<file path="src/dtq_pkg.sv">
// ----------------------------------------------------------------------------
// dtq_pkg
// shared types and constants of the sorted deadline timer queue
// ----------------------------------------------------------------------------
package dtq_pkg;

  // widths of the item fields on the channels
  localparam int TIME_FIELD_W = 32;
  localparam int ID_FIELD_W   = 16;

  // most expired timers a single tick may pop
  localparam int MAX_RESULTS  = 16;
  localparam int POP_CNT_W    = $clog2(MAX_RESULTS + 1);

  // command queue between front and back
  localparam int QDEPTH       = 2;
  localparam int QPTR_W       = $clog2(QDEPTH);
  localparam int QCNT_W       = $clog2(QDEPTH + 1);

  typedef enum logic {
    OP_ADD  = 1'b0,
    OP_TICK = 1'b1
  } dtq_op_t;

  typedef enum logic {
    KIND_ACK     = 1'b0,
    KIND_EXPIRED = 1'b1
  } dtq_kind_t;

  typedef enum logic [1:0] {
    ST_IDLE = 2'b01,
    ST_POP  = 2'b10
  } dtq_state_t;

endpackage

</file>
<file path="src/dtq_if.sv">
// ----------------------------------------------------------------------------
// dtq_if
// valid/ready channels for request and result items
// ----------------------------------------------------------------------------
interface dtq_in_if
  import dtq_pkg::*;
();
  logic                    valid;
  logic                    ready;
  logic                    req_type;
  logic [TIME_FIELD_W-1:0] time_value;

  modport source (output valid, output req_type, output time_value, input ready);
  modport sink   (input valid, input req_type, input time_value, output ready);
endinterface

interface dtq_out_if
  import dtq_pkg::*;
();
  logic                    valid;
  logic                    ready;
  logic                    result_kind;
  logic [ID_FIELD_W-1:0]   timer_id;
  logic [TIME_FIELD_W-1:0] expiry_out;
  logic                    table_full;
  logic                    last_in_run;

  modport source (output valid, output result_kind, output timer_id, output expiry_out,
                  output table_full, output last_in_run, input ready);
  modport sink   (input valid, input result_kind, input timer_id, input expiry_out,
                  input table_full, input last_in_run, output ready);
endinterface

</file>
<file path="src/dtq_front.sv">
// ----------------------------------------------------------------------------
// dtq_front
// accepts request items, decodes them and queues commands for the back end
// ----------------------------------------------------------------------------
module dtq_front
  import dtq_pkg::*;
#(
  parameter int TIME_BITS = 32
) (
  input  logic                 clk,
  input  logic                 rst,
  dtq_in_if.sink               cmd,
  output logic                 cmd_valid,
  output dtq_op_t              cmd_op,
  output logic [TIME_BITS-1:0] cmd_time,
  input  logic                 cmd_pop
);

  dtq_op_t              q_op   [QDEPTH];
  logic [TIME_BITS-1:0] q_time [QDEPTH];
  logic [QPTR_W-1:0]    wr_ptr;
  logic [QPTR_W-1:0]    rd_ptr;
  logic [QCNT_W-1:0]    count;
  logic                 push;
  logic                 pop;
  logic [TIME_BITS+TIME_FIELD_W-1:0] time_wide;

  assign time_wide = {{TIME_BITS{1'b0}}, cmd.time_value};
  assign cmd.ready = (count != QCNT_W'(QDEPTH));
  assign push      = cmd.valid && cmd.ready;
  assign pop       = cmd_pop && cmd_valid;

  assign cmd_valid = (count != '0);
  assign cmd_op    = q_op[rd_ptr];
  assign cmd_time  = q_time[rd_ptr];

  always_ff @(posedge clk) begin
    if (push) begin
      q_op[wr_ptr]   <= cmd.req_type ? OP_TICK : OP_ADD;
      q_time[wr_ptr] <= time_wide[TIME_BITS-1:0];
    end
  end

  always_ff @(posedge clk) begin
    if (rst) begin
      wr_ptr <= '0;
      rd_ptr <= '0;
      count  <= '0;
    end else begin
      if (push) wr_ptr <= wr_ptr + 1'b1;
      if (pop)  rd_ptr <= rd_ptr + 1'b1;
      case ({push, pop})
        2'b10:   count <= count + 1'b1;
        2'b01:   count <= count - 1'b1;
        default: count <= count;
      endcase
    end
  end

endmodule

</file>
<file path="src/dtq_back.sv">
// ----------------------------------------------------------------------------
// dtq_back
// sorted timer table: inserts adds, pops due timers on ticks, drives results
// ----------------------------------------------------------------------------
module dtq_back
  import dtq_pkg::*;
#(
  parameter int DEPTH     = 16,
  parameter int TIME_BITS = 32,
  parameter int ID_BITS   = 16
) (
  input  logic                 clk,
  input  logic                 rst,
  input  logic                 cmd_valid,
  input  dtq_op_t              cmd_op,
  input  logic [TIME_BITS-1:0] cmd_time,
  output logic                 cmd_pop,
  dtq_out_if.source            rsp
);

  localparam int OCC_W = $clog2(DEPTH + 1);

  // table cells, each shifts from its lower neighbor on an add and its upper one on a pop
  logic [TIME_BITS-1:0] exp_q [DEPTH];
  logic [ID_BITS-1:0]   id_q  [DEPTH];

  logic [OCC_W-1:0]     occ;
  logic [ID_BITS-1:0]   next_id;
  dtq_state_t           state;
  logic [TIME_BITS-1:0] tick_time;
  logic [POP_CNT_W-1:0] popped;

  dtq_kind_t            out_kind;
  logic [ID_BITS-1:0]   out_id;
  logic [TIME_BITS-1:0] out_exp;
  logic                 out_full;
  logic                 out_last;
  logic                 out_valid;

  logic                 adv;
  logic                 full;
  logic [DEPTH-1:0]     lt;
  logic [DEPTH-1:0]     prev_lt;
  logic                 head_due;
  logic                 next_due;
  logic [ID_BITS+ID_FIELD_W-1:0]     id_wide;
  logic [TIME_BITS+TIME_FIELD_W-1:0] exp_wide;

  assign adv  = !out_valid || rsp.ready;
  assign full = (occ == OCC_W'(DEPTH));

  // cells holding a strictly earlier expiry stay put
  always_comb begin
    for (int i = 0; i < DEPTH; i++) begin
      lt[i] = (OCC_W'(i) < occ) && (exp_q[i] < cmd_time);
    end
  end
  assign prev_lt = {lt[DEPTH-2:0], 1'b1};

  assign head_due = (occ != '0) && (exp_q[0] <= tick_time);
  assign next_due = (occ > OCC_W'(1)) && (exp_q[1] <= tick_time) &&
                    ((popped + 1'b1) < POP_CNT_W'(MAX_RESULTS));

  assign cmd_pop = (state == ST_IDLE) && cmd_valid && ((cmd_op == OP_TICK) || adv);

  // table cells
  always_ff @(posedge clk) begin
    case (state)
      ST_IDLE: begin
        if (cmd_valid && (cmd_op == OP_ADD) && adv && !full) begin
          for (int i = 1; i < DEPTH; i++) begin
            if (!lt[i]) begin
              exp_q[i] <= prev_lt[i] ? cmd_time : exp_q[i-1];
              id_q[i]  <= prev_lt[i] ? next_id  : id_q[i-1];
            end
          end
          if (!lt[0]) begin
            exp_q[0] <= cmd_time;
            id_q[0]  <= next_id;
          end
        end
      end
      ST_POP: begin
        if (adv && head_due) begin
          for (int i = 0; i < DEPTH - 1; i++) begin
            exp_q[i] <= exp_q[i+1];
            id_q[i]  <= id_q[i+1];
          end
        end
      end
      default: ;
    endcase
  end

  // result payload
  always_ff @(posedge clk) begin
    case (state)
      ST_IDLE: begin
        if (cmd_valid && (cmd_op == OP_ADD) && adv) begin
          out_kind <= KIND_ACK;
          out_id   <= full ? '0 : next_id;
          out_exp  <= '0;
          out_full <= full;
          out_last <= 1'b1;
        end
        if (cmd_valid && (cmd_op == OP_TICK)) begin
          tick_time <= cmd_time;
        end
      end
      ST_POP: begin
        if (adv && head_due) begin
          out_kind <= KIND_EXPIRED;
          out_id   <= id_q[0];
          out_exp  <= exp_q[0];
          out_full <= 1'b0;
          out_last <= !next_due;
        end
      end
      default: ;
    endcase
  end

  // control
  always_ff @(posedge clk) begin
    if (rst) begin
      state     <= ST_IDLE;
      occ       <= '0;
      next_id   <= '0;
      popped    <= '0;
      out_valid <= 1'b0;
    end else begin
      if (rsp.ready) out_valid <= 1'b0;
      case (state)
        ST_IDLE: begin
          if (cmd_valid && (cmd_op == OP_ADD) && adv) begin
            out_valid <= 1'b1;
            if (!full) begin
              occ     <= occ + 1'b1;
              next_id <= next_id + 1'b1;
            end
          end
          if (cmd_valid && (cmd_op == OP_TICK)) begin
            popped <= '0;
            state  <= ST_POP;
          end
        end
        ST_POP: begin
          if (adv) begin
            if (head_due) begin
              out_valid <= 1'b1;
              occ       <= occ - 1'b1;
              popped    <= popped + 1'b1;
              if (!next_due) state <= ST_IDLE;
            end else begin
              state <= ST_IDLE;
            end
          end
        end
        default: state <= ST_IDLE;
      endcase
    end
  end

  assign id_wide  = {{ID_FIELD_W{1'b0}}, out_id};
  assign exp_wide = {{TIME_FIELD_W{1'b0}}, out_exp};

  assign rsp.valid       = out_valid;
  assign rsp.result_kind = out_kind;
  assign rsp.timer_id    = id_wide[ID_FIELD_W-1:0];
  assign rsp.expiry_out  = exp_wide[TIME_FIELD_W-1:0];
  assign rsp.table_full  = out_full;
  assign rsp.last_in_run = out_last;

endmodule

</file>
<file path="src/sorted_deadline_timer_queue_unit.sv">
// path: an add answer leaves the output register after the front queue; a tick's first
//   expired timer follows the front queue and the pop state, then one more each cycle
//   while results are taken; the table engine takes a new add as its last answer is
//   taken; a tick holds later commands while it pops up to 16 due timers, one a cycle
// reset: synchronous rst empties the table and the command queue, zeroes the
//   identifier counter and drops any pending result; no clearing pass
// ----------------------------------------------------------------------------
// sorted_deadline_timer_queue_unit
// fixed-depth one-shot timer table kept sorted by expiry time
// ----------------------------------------------------------------------------
module sorted_deadline_timer_queue_unit
  import dtq_pkg::*;
#(
  parameter int DEPTH     = 16,
  parameter int TIME_BITS = 32,
  parameter int ID_BITS   = 16
) (
  input  logic       clk,
  input  logic       rst,
  dtq_in_if.sink     cmd,
  dtq_out_if.source  rsp
);

  // decoded command from the front queue to the table engine
  logic                 cmd_valid;
  dtq_op_t              cmd_op;
  logic [TIME_BITS-1:0] cmd_time;
  logic                 cmd_pop;

  // front: takes request items, decodes add or tick, holds up to two commands
  // so requests keep flowing while the table engine works or results stall
  dtq_front #(
    .TIME_BITS (TIME_BITS)
  ) u_front (
    .clk       (clk),
    .rst       (rst),
    .cmd       (cmd),
    .cmd_valid (cmd_valid),
    .cmd_op    (cmd_op),
    .cmd_time  (cmd_time),
    .cmd_pop   (cmd_pop)
  );

  // back: the sorted table of cells
  //   add  - every cell compares against the new expiry in parallel, cells
  //          at and after the insert point shift up by one, ties go first
  //   tick - pops the head one per cycle while due and results are taken, marks the last result
  // results leave through an output register that frees as it is taken
  dtq_back #(
    .DEPTH     (DEPTH),
    .TIME_BITS (TIME_BITS),
    .ID_BITS   (ID_BITS)
  ) u_back (
    .clk       (clk),
    .rst       (rst),
    .cmd_valid (cmd_valid),
    .cmd_op    (cmd_op),
    .cmd_time  (cmd_time),
    .cmd_pop   (cmd_pop),
    .rsp       (rsp)
  );

endmodule

</file>
<file path="src/flat_wrapper.sv">
// flat-port wrapper written by rule: the top's interface ports become plain ports
module sorted_deadline_timer_queue_unit_flat import dtq_pkg::*;
#(
  parameter int DEPTH     = 16,
  parameter int TIME_BITS = 32,
  parameter int ID_BITS   = 16
)
  (clk, rst, cmd_valid, cmd_req_type, cmd_time_value, cmd_ready, rsp_valid, rsp_result_kind, rsp_timer_id, rsp_expiry_out, rsp_table_full, rsp_last_in_run, rsp_ready);
  dtq_in_if cmd_i ();
  dtq_out_if rsp_i ();
  input  logic clk;
  input  logic rst;
  input wire logic [$bits(cmd_i.valid)-1:0] cmd_valid;
  input wire logic [$bits(cmd_i.req_type)-1:0] cmd_req_type;
  input wire logic [$bits(cmd_i.time_value)-1:0] cmd_time_value;
  output wire logic [$bits(cmd_i.ready)-1:0] cmd_ready;
  output wire logic [$bits(rsp_i.valid)-1:0] rsp_valid;
  output wire logic [$bits(rsp_i.result_kind)-1:0] rsp_result_kind;
  output wire logic [$bits(rsp_i.timer_id)-1:0] rsp_timer_id;
  output wire logic [$bits(rsp_i.expiry_out)-1:0] rsp_expiry_out;
  output wire logic [$bits(rsp_i.table_full)-1:0] rsp_table_full;
  output wire logic [$bits(rsp_i.last_in_run)-1:0] rsp_last_in_run;
  input wire logic [$bits(rsp_i.ready)-1:0] rsp_ready;
  assign cmd_i.valid = cmd_valid;
  assign cmd_i.req_type = cmd_req_type;
  assign cmd_i.time_value = cmd_time_value;
  assign cmd_ready = cmd_i.ready;
  assign rsp_valid = rsp_i.valid;
  assign rsp_result_kind = rsp_i.result_kind;
  assign rsp_timer_id = rsp_i.timer_id;
  assign rsp_expiry_out = rsp_i.expiry_out;
  assign rsp_table_full = rsp_i.table_full;
  assign rsp_last_in_run = rsp_i.last_in_run;
  assign rsp_i.ready = rsp_ready;
  sorted_deadline_timer_queue_unit #(.DEPTH(DEPTH), .TIME_BITS(TIME_BITS), .ID_BITS(ID_BITS)) u_core (.clk(clk), .rst(rst), .cmd(cmd_i), .rsp(rsp_i));
endmodule
</file>
<file path="config.mk">
export PLATFORM = sky130hd
export DESIGN_NAME = sorted_deadline_timer_queue_unit_flat
export DESIGN_NICKNAME = d
export VERILOG_FILES = /design/src/dtq_pkg.sv /design/src/dtq_if.sv /design/src/dtq_front.sv /design/src/dtq_back.sv /design/src/sorted_deadline_timer_queue_unit.sv /design/src/flat_wrapper.sv
export SDC_FILE = /design/constraint.sdc
export NUM_CORES = 2
export LEC_CHECK = 0
export BUFFER_PORTS_ARGS = -buffer_cell sky130_fd_sc_hd__buf_4
export CORE_ASPECT_RATIO = 1.75
export CORE_UTILIZATION = 65
export CTS_CLUSTER_SIZE = 14
export DETAILED_ROUTE_END_ITERATION = 7
export GPL_TIMING_DRIVEN = 0
export PLACE_DENSITY = 0.78
export SETUP_SLACK_MARGIN = 0.5
export SLEW_MARGIN = 20
export SYNTH_ARGS = -nofsm -noshare
export SYNTH_HDL_FRONTEND = slang
export SYNTH_SLANG_ARGS = --single-unit
</file>
<file path="constraint.sdc">
create_clock -name clk -period 22.9 [get_ports clk]
set_clock_uncertainty 0.1 [all_clocks]
set_input_delay 1.145 -clock clk [delete_from_list [all_inputs] [get_ports clk]]
set_output_delay 1.145 -clock clk [all_outputs]
set_load 0.02 [all_outputs]
</file>
Word-level counts from Yosys, hierarchy flattened
Memory sizes are Yosys's and may differ from the RTL's. A register that Yosys moved wholly into a read port is not among the register bits.
Cells that the tools add are included.
{"block": "classes", "addsub": 8, "mux": 170, "n_reduce_logical": 43, "bitwise": 32, "n_div": 0, "multipliers": 0, "n_lt_le_gt_ge": 36, "eq_ne": 13, "shifts": 0}
{"cell": "two-way mux 32 bit", "count": 32}
{"cell": "two-way mux 16 bit", "count": 33}
{"cell": "< comparator 32 bit", "count": 16}
{"cell": "two-way mux 1 bit", "count": 84}
{"cell": "less-or-equal comparator 32 bit", "count": 2}
{"cell": "case mux 32 bit (2 select lines)", "count": 1}
{"cell": "< comparator 4 x 5 -> 1 bit (first input constant)", "count": 8}
{"cell": "two-way mux 5 bit", "count": 7}
{"cell": "case mux 16 bit (2 select lines)", "count": 1}
{"cell": "bitwise OR 1 bit", "count": 30}
{"cell": "logical AND 1 bit", "count": 28}
{"cell": "< comparator 3 x 5 -> 1 bit (first input constant)", "count": 4}
{"cell": "case mux 5 bit (2 select lines)", "count": 2}
{"cell": "adder 16 x 1 -> 16 bit (second input constant)", "count": 1}
{"cell": "adder 5 x 1 -> 5 bit (second input constant)", "count": 2}
{"cell": "< comparator 1 x 5 -> 1 bit (first input constant)", "count": 2}
{"cell": "< comparator 2 x 5 -> 1 bit (first input constant)", "count": 2}
{"cell": "!= test 2 bit (second input constant)", "count": 5}
{"cell": "AND reduction 3 bit", "count": 3}
{"cell": "two-way mux 2 bit", "count": 4}
{"cell": "case mux 1 bit (2 select lines)", "count": 4}
{"cell": "case mux 2 bit (2 select lines)", "count": 2}
{"cell": "nonzero test 2 bit", "count": 3}
{"cell": "== test 5 bit (second input constant)", "count": 1}
{"cell": "17 further kinds", "count": 25}
{"block": "totals", "word_cells": 320, "mem_count": 4, "latch_bits": 0, "ff_bits": 116, "ramBits": 834, "in_bits": 37, "rom_bits": 0, "output_inout_bits": 53}
{"name": "u_core.u_back.exp_q", "depth": 16, "width": 32, "read_ports": 16, "rd_ports_with_merged_regs": 0, "wr": 16, "line": "dtq_back.sv:24", "source": "logic [TIME_BITS-1:0] exp_q [DEPTH];"}
{"name": "u_core.u_back.id_q", "depth": 16, "width": 16, "read_ports": 16, "rd_ports_with_merged_regs": 0, "wr": 16, "line": "dtq_back.sv:25", "source": "logic [ID_BITS-1:0] id_q [DEPTH];"}
{"name": "u_core.u_front.q_time", "depth": 2, "width": 32, "read_ports": 1, "rd_ports_with_merged_regs": 1, "wr": 1, "line": "dtq_front.sv:20", "source": "logic [TIME_BITS-1:0] q_time [QDEPTH];"}
{"name": "u_core.u_front.q_op", "depth": 2, "width": 1, "read_ports": 1, "rd_ports_with_merged_regs": 1, "wr": 1, "line": "dtq_front.sv:19", "source": "dtq_op_t q_op [QDEPTH];"}

Longest topological paths before layout
{"block": "logic_depth", "ltp_word": 8, "depth_mapped": 15, "depth_no_buf": 10}

Cells and area by module
A second synthesis with hierarchy kept.
{"block": "hier_totals", "cells_unflattened": 5433, "area_unflattened_um2": 58129.5}
{"module": "dtq_back", "area_per_inst_um2": 55533.3, "n_inst": 1, "cells_per_inst": 5306, "seq_area_each_um2": 26135.1}
{"module": "dtq_front", "area_per_inst_um2": 2596.2, "n_inst": 1, "cells_per_inst": 127, "seq_area_each_um2": 2082.0}

Worst setup path after synthesis
Ideal clock, no wire load.
{"block": "synth_path", "path_kind": "register to register", "from": "register (tool-made name)", "to": "memory u_core.u_back.exp_q[10][0], in the netlist u_core.u_back.exp_q[0][320], enable pin", "n_path_buf": 5, "t_required_ns": 22.280, "t_arrival_ns": 7.179, "setup_ns": 0.520, "slack_ns": 15.101, "synth_period_minus_slack_ns": 7.799, "stages_incl_launch_ff": 14, "cell_sequence": "dfxtp_1 -> buf_6 -> clkbuf_1 -> mux2i_1 -> ha_1 -> and4_1 -> nand4_1 -> or3_1 -> and3b_1 -> clkbuf_1 -> a31o_2 -> buf_2 -> buf_2 -> o21ai_0"}
{"element": "end: declaration", "line": "dtq_back.sv:24"}

==> summary.txt <==
die width - 227.9 um
initial DRC count - 5,921
Setup Viol. Count Final - 0
clock root cell - clkbuf_16
DIE AREA - 0.09052 sq mm
sw frac - 0.4154
initial antenna violation count - 11
combinational share of power - 0.428
post-cts resize count - 0
Worst VDD drop - 0.08963 mV
register area share after synthesis - 0.4863
NumNets Final - 6,315
first drt pass iteration count - 8
Synth area leader - edfxtp_1
outcome - finished, final reports clean
Mapped Cells - 5,471
CP Buf/Inv Count - 6
crit-path cells - buf_6, clkbuf_2, mux2i_4, buf_16, ha_1, nand4_1, or3_1, a21oi_1, nor3_1, o31ai_1, nand2_1, clkbuf_1, clkbuf_1, nand2_2, buf_12
Pint - 0.004804 W
Worst-Skew Late Latency - 0.74 ns
WS Path Type - reg -> reg
GRT Max-Usage Layer - met2
FF+latch count, synth - 951
gr usage total - 0.4912
crit share post-route - 0.2777
RSZ-0062 raised after global routing - no
area grow syn2layout - 11.80%
Worst Hold Class - reg -> reg
worst hold endpoint - u_core.u_back.popped[4]
met1 GRT Util - 0.4988
first-pass GRT wire length - 322,600 um
CTS sink cnt - 951
Crit. End Element - flip-flop
Fin. Hold Viols - 0
Core ar. - 0.08828 sq mm
Peak Freq - 0.1573 GHz
total CTS buffers - 90
PwrDens - 126.7 mW/mm^2
Flop pwr share - 0.379
vias in the first global route - 50,529
Pins Over Slew Limit - 0
clock slew at reported path FFs - 0.07 ns
Leak - 25.78 nW
worst slack at placement - 16.75 ns
Die Y - 397.3 um
Via density - 7.190
remaining antenna violation count - 0
dpl cells - 6,783
Tmin final - 6.359 ns
post-DP HPWL - 170,100 um
Slew @ Worst Pin - 1.302 ns
Largest delay share family, worst path - buffers and inverters
Avg Cell Area, Syn - 10.61 sq um
top-area cell type share of the netlist area - 0.4745
post-route cell area - 0.06488 sq mm
Slowest-stage cell, CP - o31ai_1
H-tree depth - 3
Net Count, Synth - 6,076
Critical Path Start Type - flip-flop
Mapped Area - 0.05803 sq mm
number of synthesized flops with an enable pin - 917
max cap viols - 0
DR vias - 50,018
DP Area - 0.06188 sq mm
synth top area cells - edfxtp_1 47%, ha_1 12%, mux2i_1 7.5%
hold path startpoint - u_core.u_back.popped[4]
Worst Path Required - 23.22 ns
Synth async-reset ratio - 0
Setup WS post-layout - 16.54 ns
Final Util - 0.7349
Cell Count, Final, Fillers Out - 6,957
# Post-CTS Setup Buffers - 0
M2 GR Usage - 0.7892
clock power share - 0.192
Remaining DRCs - 0
Worst R2R End - u_core.u_back.exp_q[0][174]
effective utilization at floorplan - 0.6573
layout cells sized above 1 - 0.09302
NetSw - 0.003414 W
GPL Wtd Cong - 1.023
clock tree buffer depth - 3
largest net degree at the start of global routing - 49
met3 usage - 0.1261
final WL - 222,200 um
CTS tree - yes
# port buffers - 89
Crit Path Max Fanout - 33
remaining global-route overflow - 0
max_slew headroom - 0.1205
Top Ports - 90
slowest stage delay, CP - 0.93 ns
average wire per standard cell - 31.94 um
Yosys warnings - 0
row cnt - 144
worst r2r path cells - 15
hold path cells - 2
reg2reg setup slack - 16.54 ns
Setup TNS - 0 ns
critical path's most frequent cell - clkbuf_1
hold buffers post-CTS - 0
Cell variety after synth - 79
ys flop type - edfxtp_1
arrival time worst endpoint - 6.68 ns
[Yosys cell counts, types with 83 or more instances]
cell type / count
ha_1: 568
edfxtp_1: 917
a21oi_1: 395
nand4_1: 95
a21o_1: 111
mux2i_1: 432
o21ai_0: 419
clkbuf_1: 234
nor2_1: 380
buf_2: 83
nand3_1: 162
nand2_1: 761
inv_1: 117
[cell type report]
cell class / instances / area, sq um
clock inverters: 52 / 548.0
inverters: 118 / 442.9
multi-input cells: 4023 / 28150
fillers: 6541 / 23400
diodes: 5 / 12.51
repair buffers: 147 / 1878
well taps: 1168 / 1461
flip-flops and latches: 951 / 28220
plain buffers: 379 / 1779
clock buffers: 114 / 2395
[cell families after synthesis]
| family | synth area share |
|---|---|
| AO/OA/AOI/OAI | 0.1498 |
| XOR/XNOR | 0.003019 |
| adder cells (fa/ha/maj) | 0.1225 |
| buffers and inverters | 0.03803 |
| flip-flops | 0.4863 |
| multiplexers | 0.08480 |
| AND/OR/NAND/NOR | 0.1156 |
[through the flow]
stage | total power (W) | hold WS (ns)
2_1_floorplan | 0.005053 | 0.3625
3_3_place_gp | 0.006191 | 0.3713
3_5_place_dp | 0.006501 | 0.3859
4_1_cts | 0.008059 | 0.3941
5_1_grt | 0.008533 | 0.4196
6_report | 0.008219 | 0.3895
[state kept, by name, summed over array words and instances (netlist names), 2 cells and up, named ones only]
signal,flops
u_core.u_back.state,2
u_core.u_front.q_op,2
u_core.u_back.next_id,16
u_core.u_back.occ,5
u_core.u_back.rsp.timer_id,16
u_core.u_back.popped,5
u_core.u_front.q_time,64
u_core.u_front.count,2
u_core.u_back.exp_q,512
u_core.u_back.rsp.expiry_out,32
u_core.u_back.tick_time,32
u_core.u_back.id_q,256
[layout by cell type, fill, tap and decap left out, drive strengths merged, types with 111 or more instances in the layout]
master    n
mux2i   433
nand2   761
buf     291
edfxtp  917
nor2    380
a21o    111
clkbuf  349
ha      568
o21ai   470
inv     120
nand3   162
a21oi   395
[worst max-delay path by stage]
stage | to | slack (ns) | cells after the start
4_1_cts | u_core.u_back.exp_q[0][227] | 16.70 | 14
3_3_place_gp | u_core.u_back.exp_q[0][400] | 10.14 | 12
5_1_grt | u_core.u_back.exp_q[0][174] | 16.32 | 15
2_1_floorplan | u_core.u_back.exp_q[0][320] | 15.10 | 13
6_report | u_core.u_back.exp_q[0][174] | 16.54 | 15
3_5_place_dp | u_core.u_back.exp_q[0][242] | 16.75 | 14
[worst register-to-register path, cell delays in order, from the launching register on]
cell	delay [ns]
dfxtp_1	0.33
buf_6	0.16
clkbuf_2	0.63
mux2i_4	0.86
buf_16	0.25
ha_1	0.19
nand4_1	0.14
or3_1	0.39
a21oi_1	0.13
nor3_1	0.09
o31ai_1	0.93
nand2_1	0.50
clkbuf_1	0.34
clkbuf_1	0.29
nand2_2	0.40
buf_12	0.28
[metal layers]
metal,routed length (um),share of wire
met3,20670,0.093
met1,68730,0.31
met2,103100,0.46
met5,27,0.00012
met4,29610,0.13
[power groups by stage]
| stage | registers [W] | logic (W) | clock network, W |
|---|---|---|---|
| after floorplan | 0.00299 | 0.00206 | 0 |
| final | 0.00312 | 0.00352 | 0.00158 |
| after global placement | 0.00318 | 0.00302 | 0 |
| after detailed placement | 0.00312 | 0.00338 | 0 |
| after global routing | 0.00312 | 0.00379 | 0.00163 |
| after CTS | 0.00309 | 0.00341 | 0.00156 |
Power figures use the tool's default switching activity.
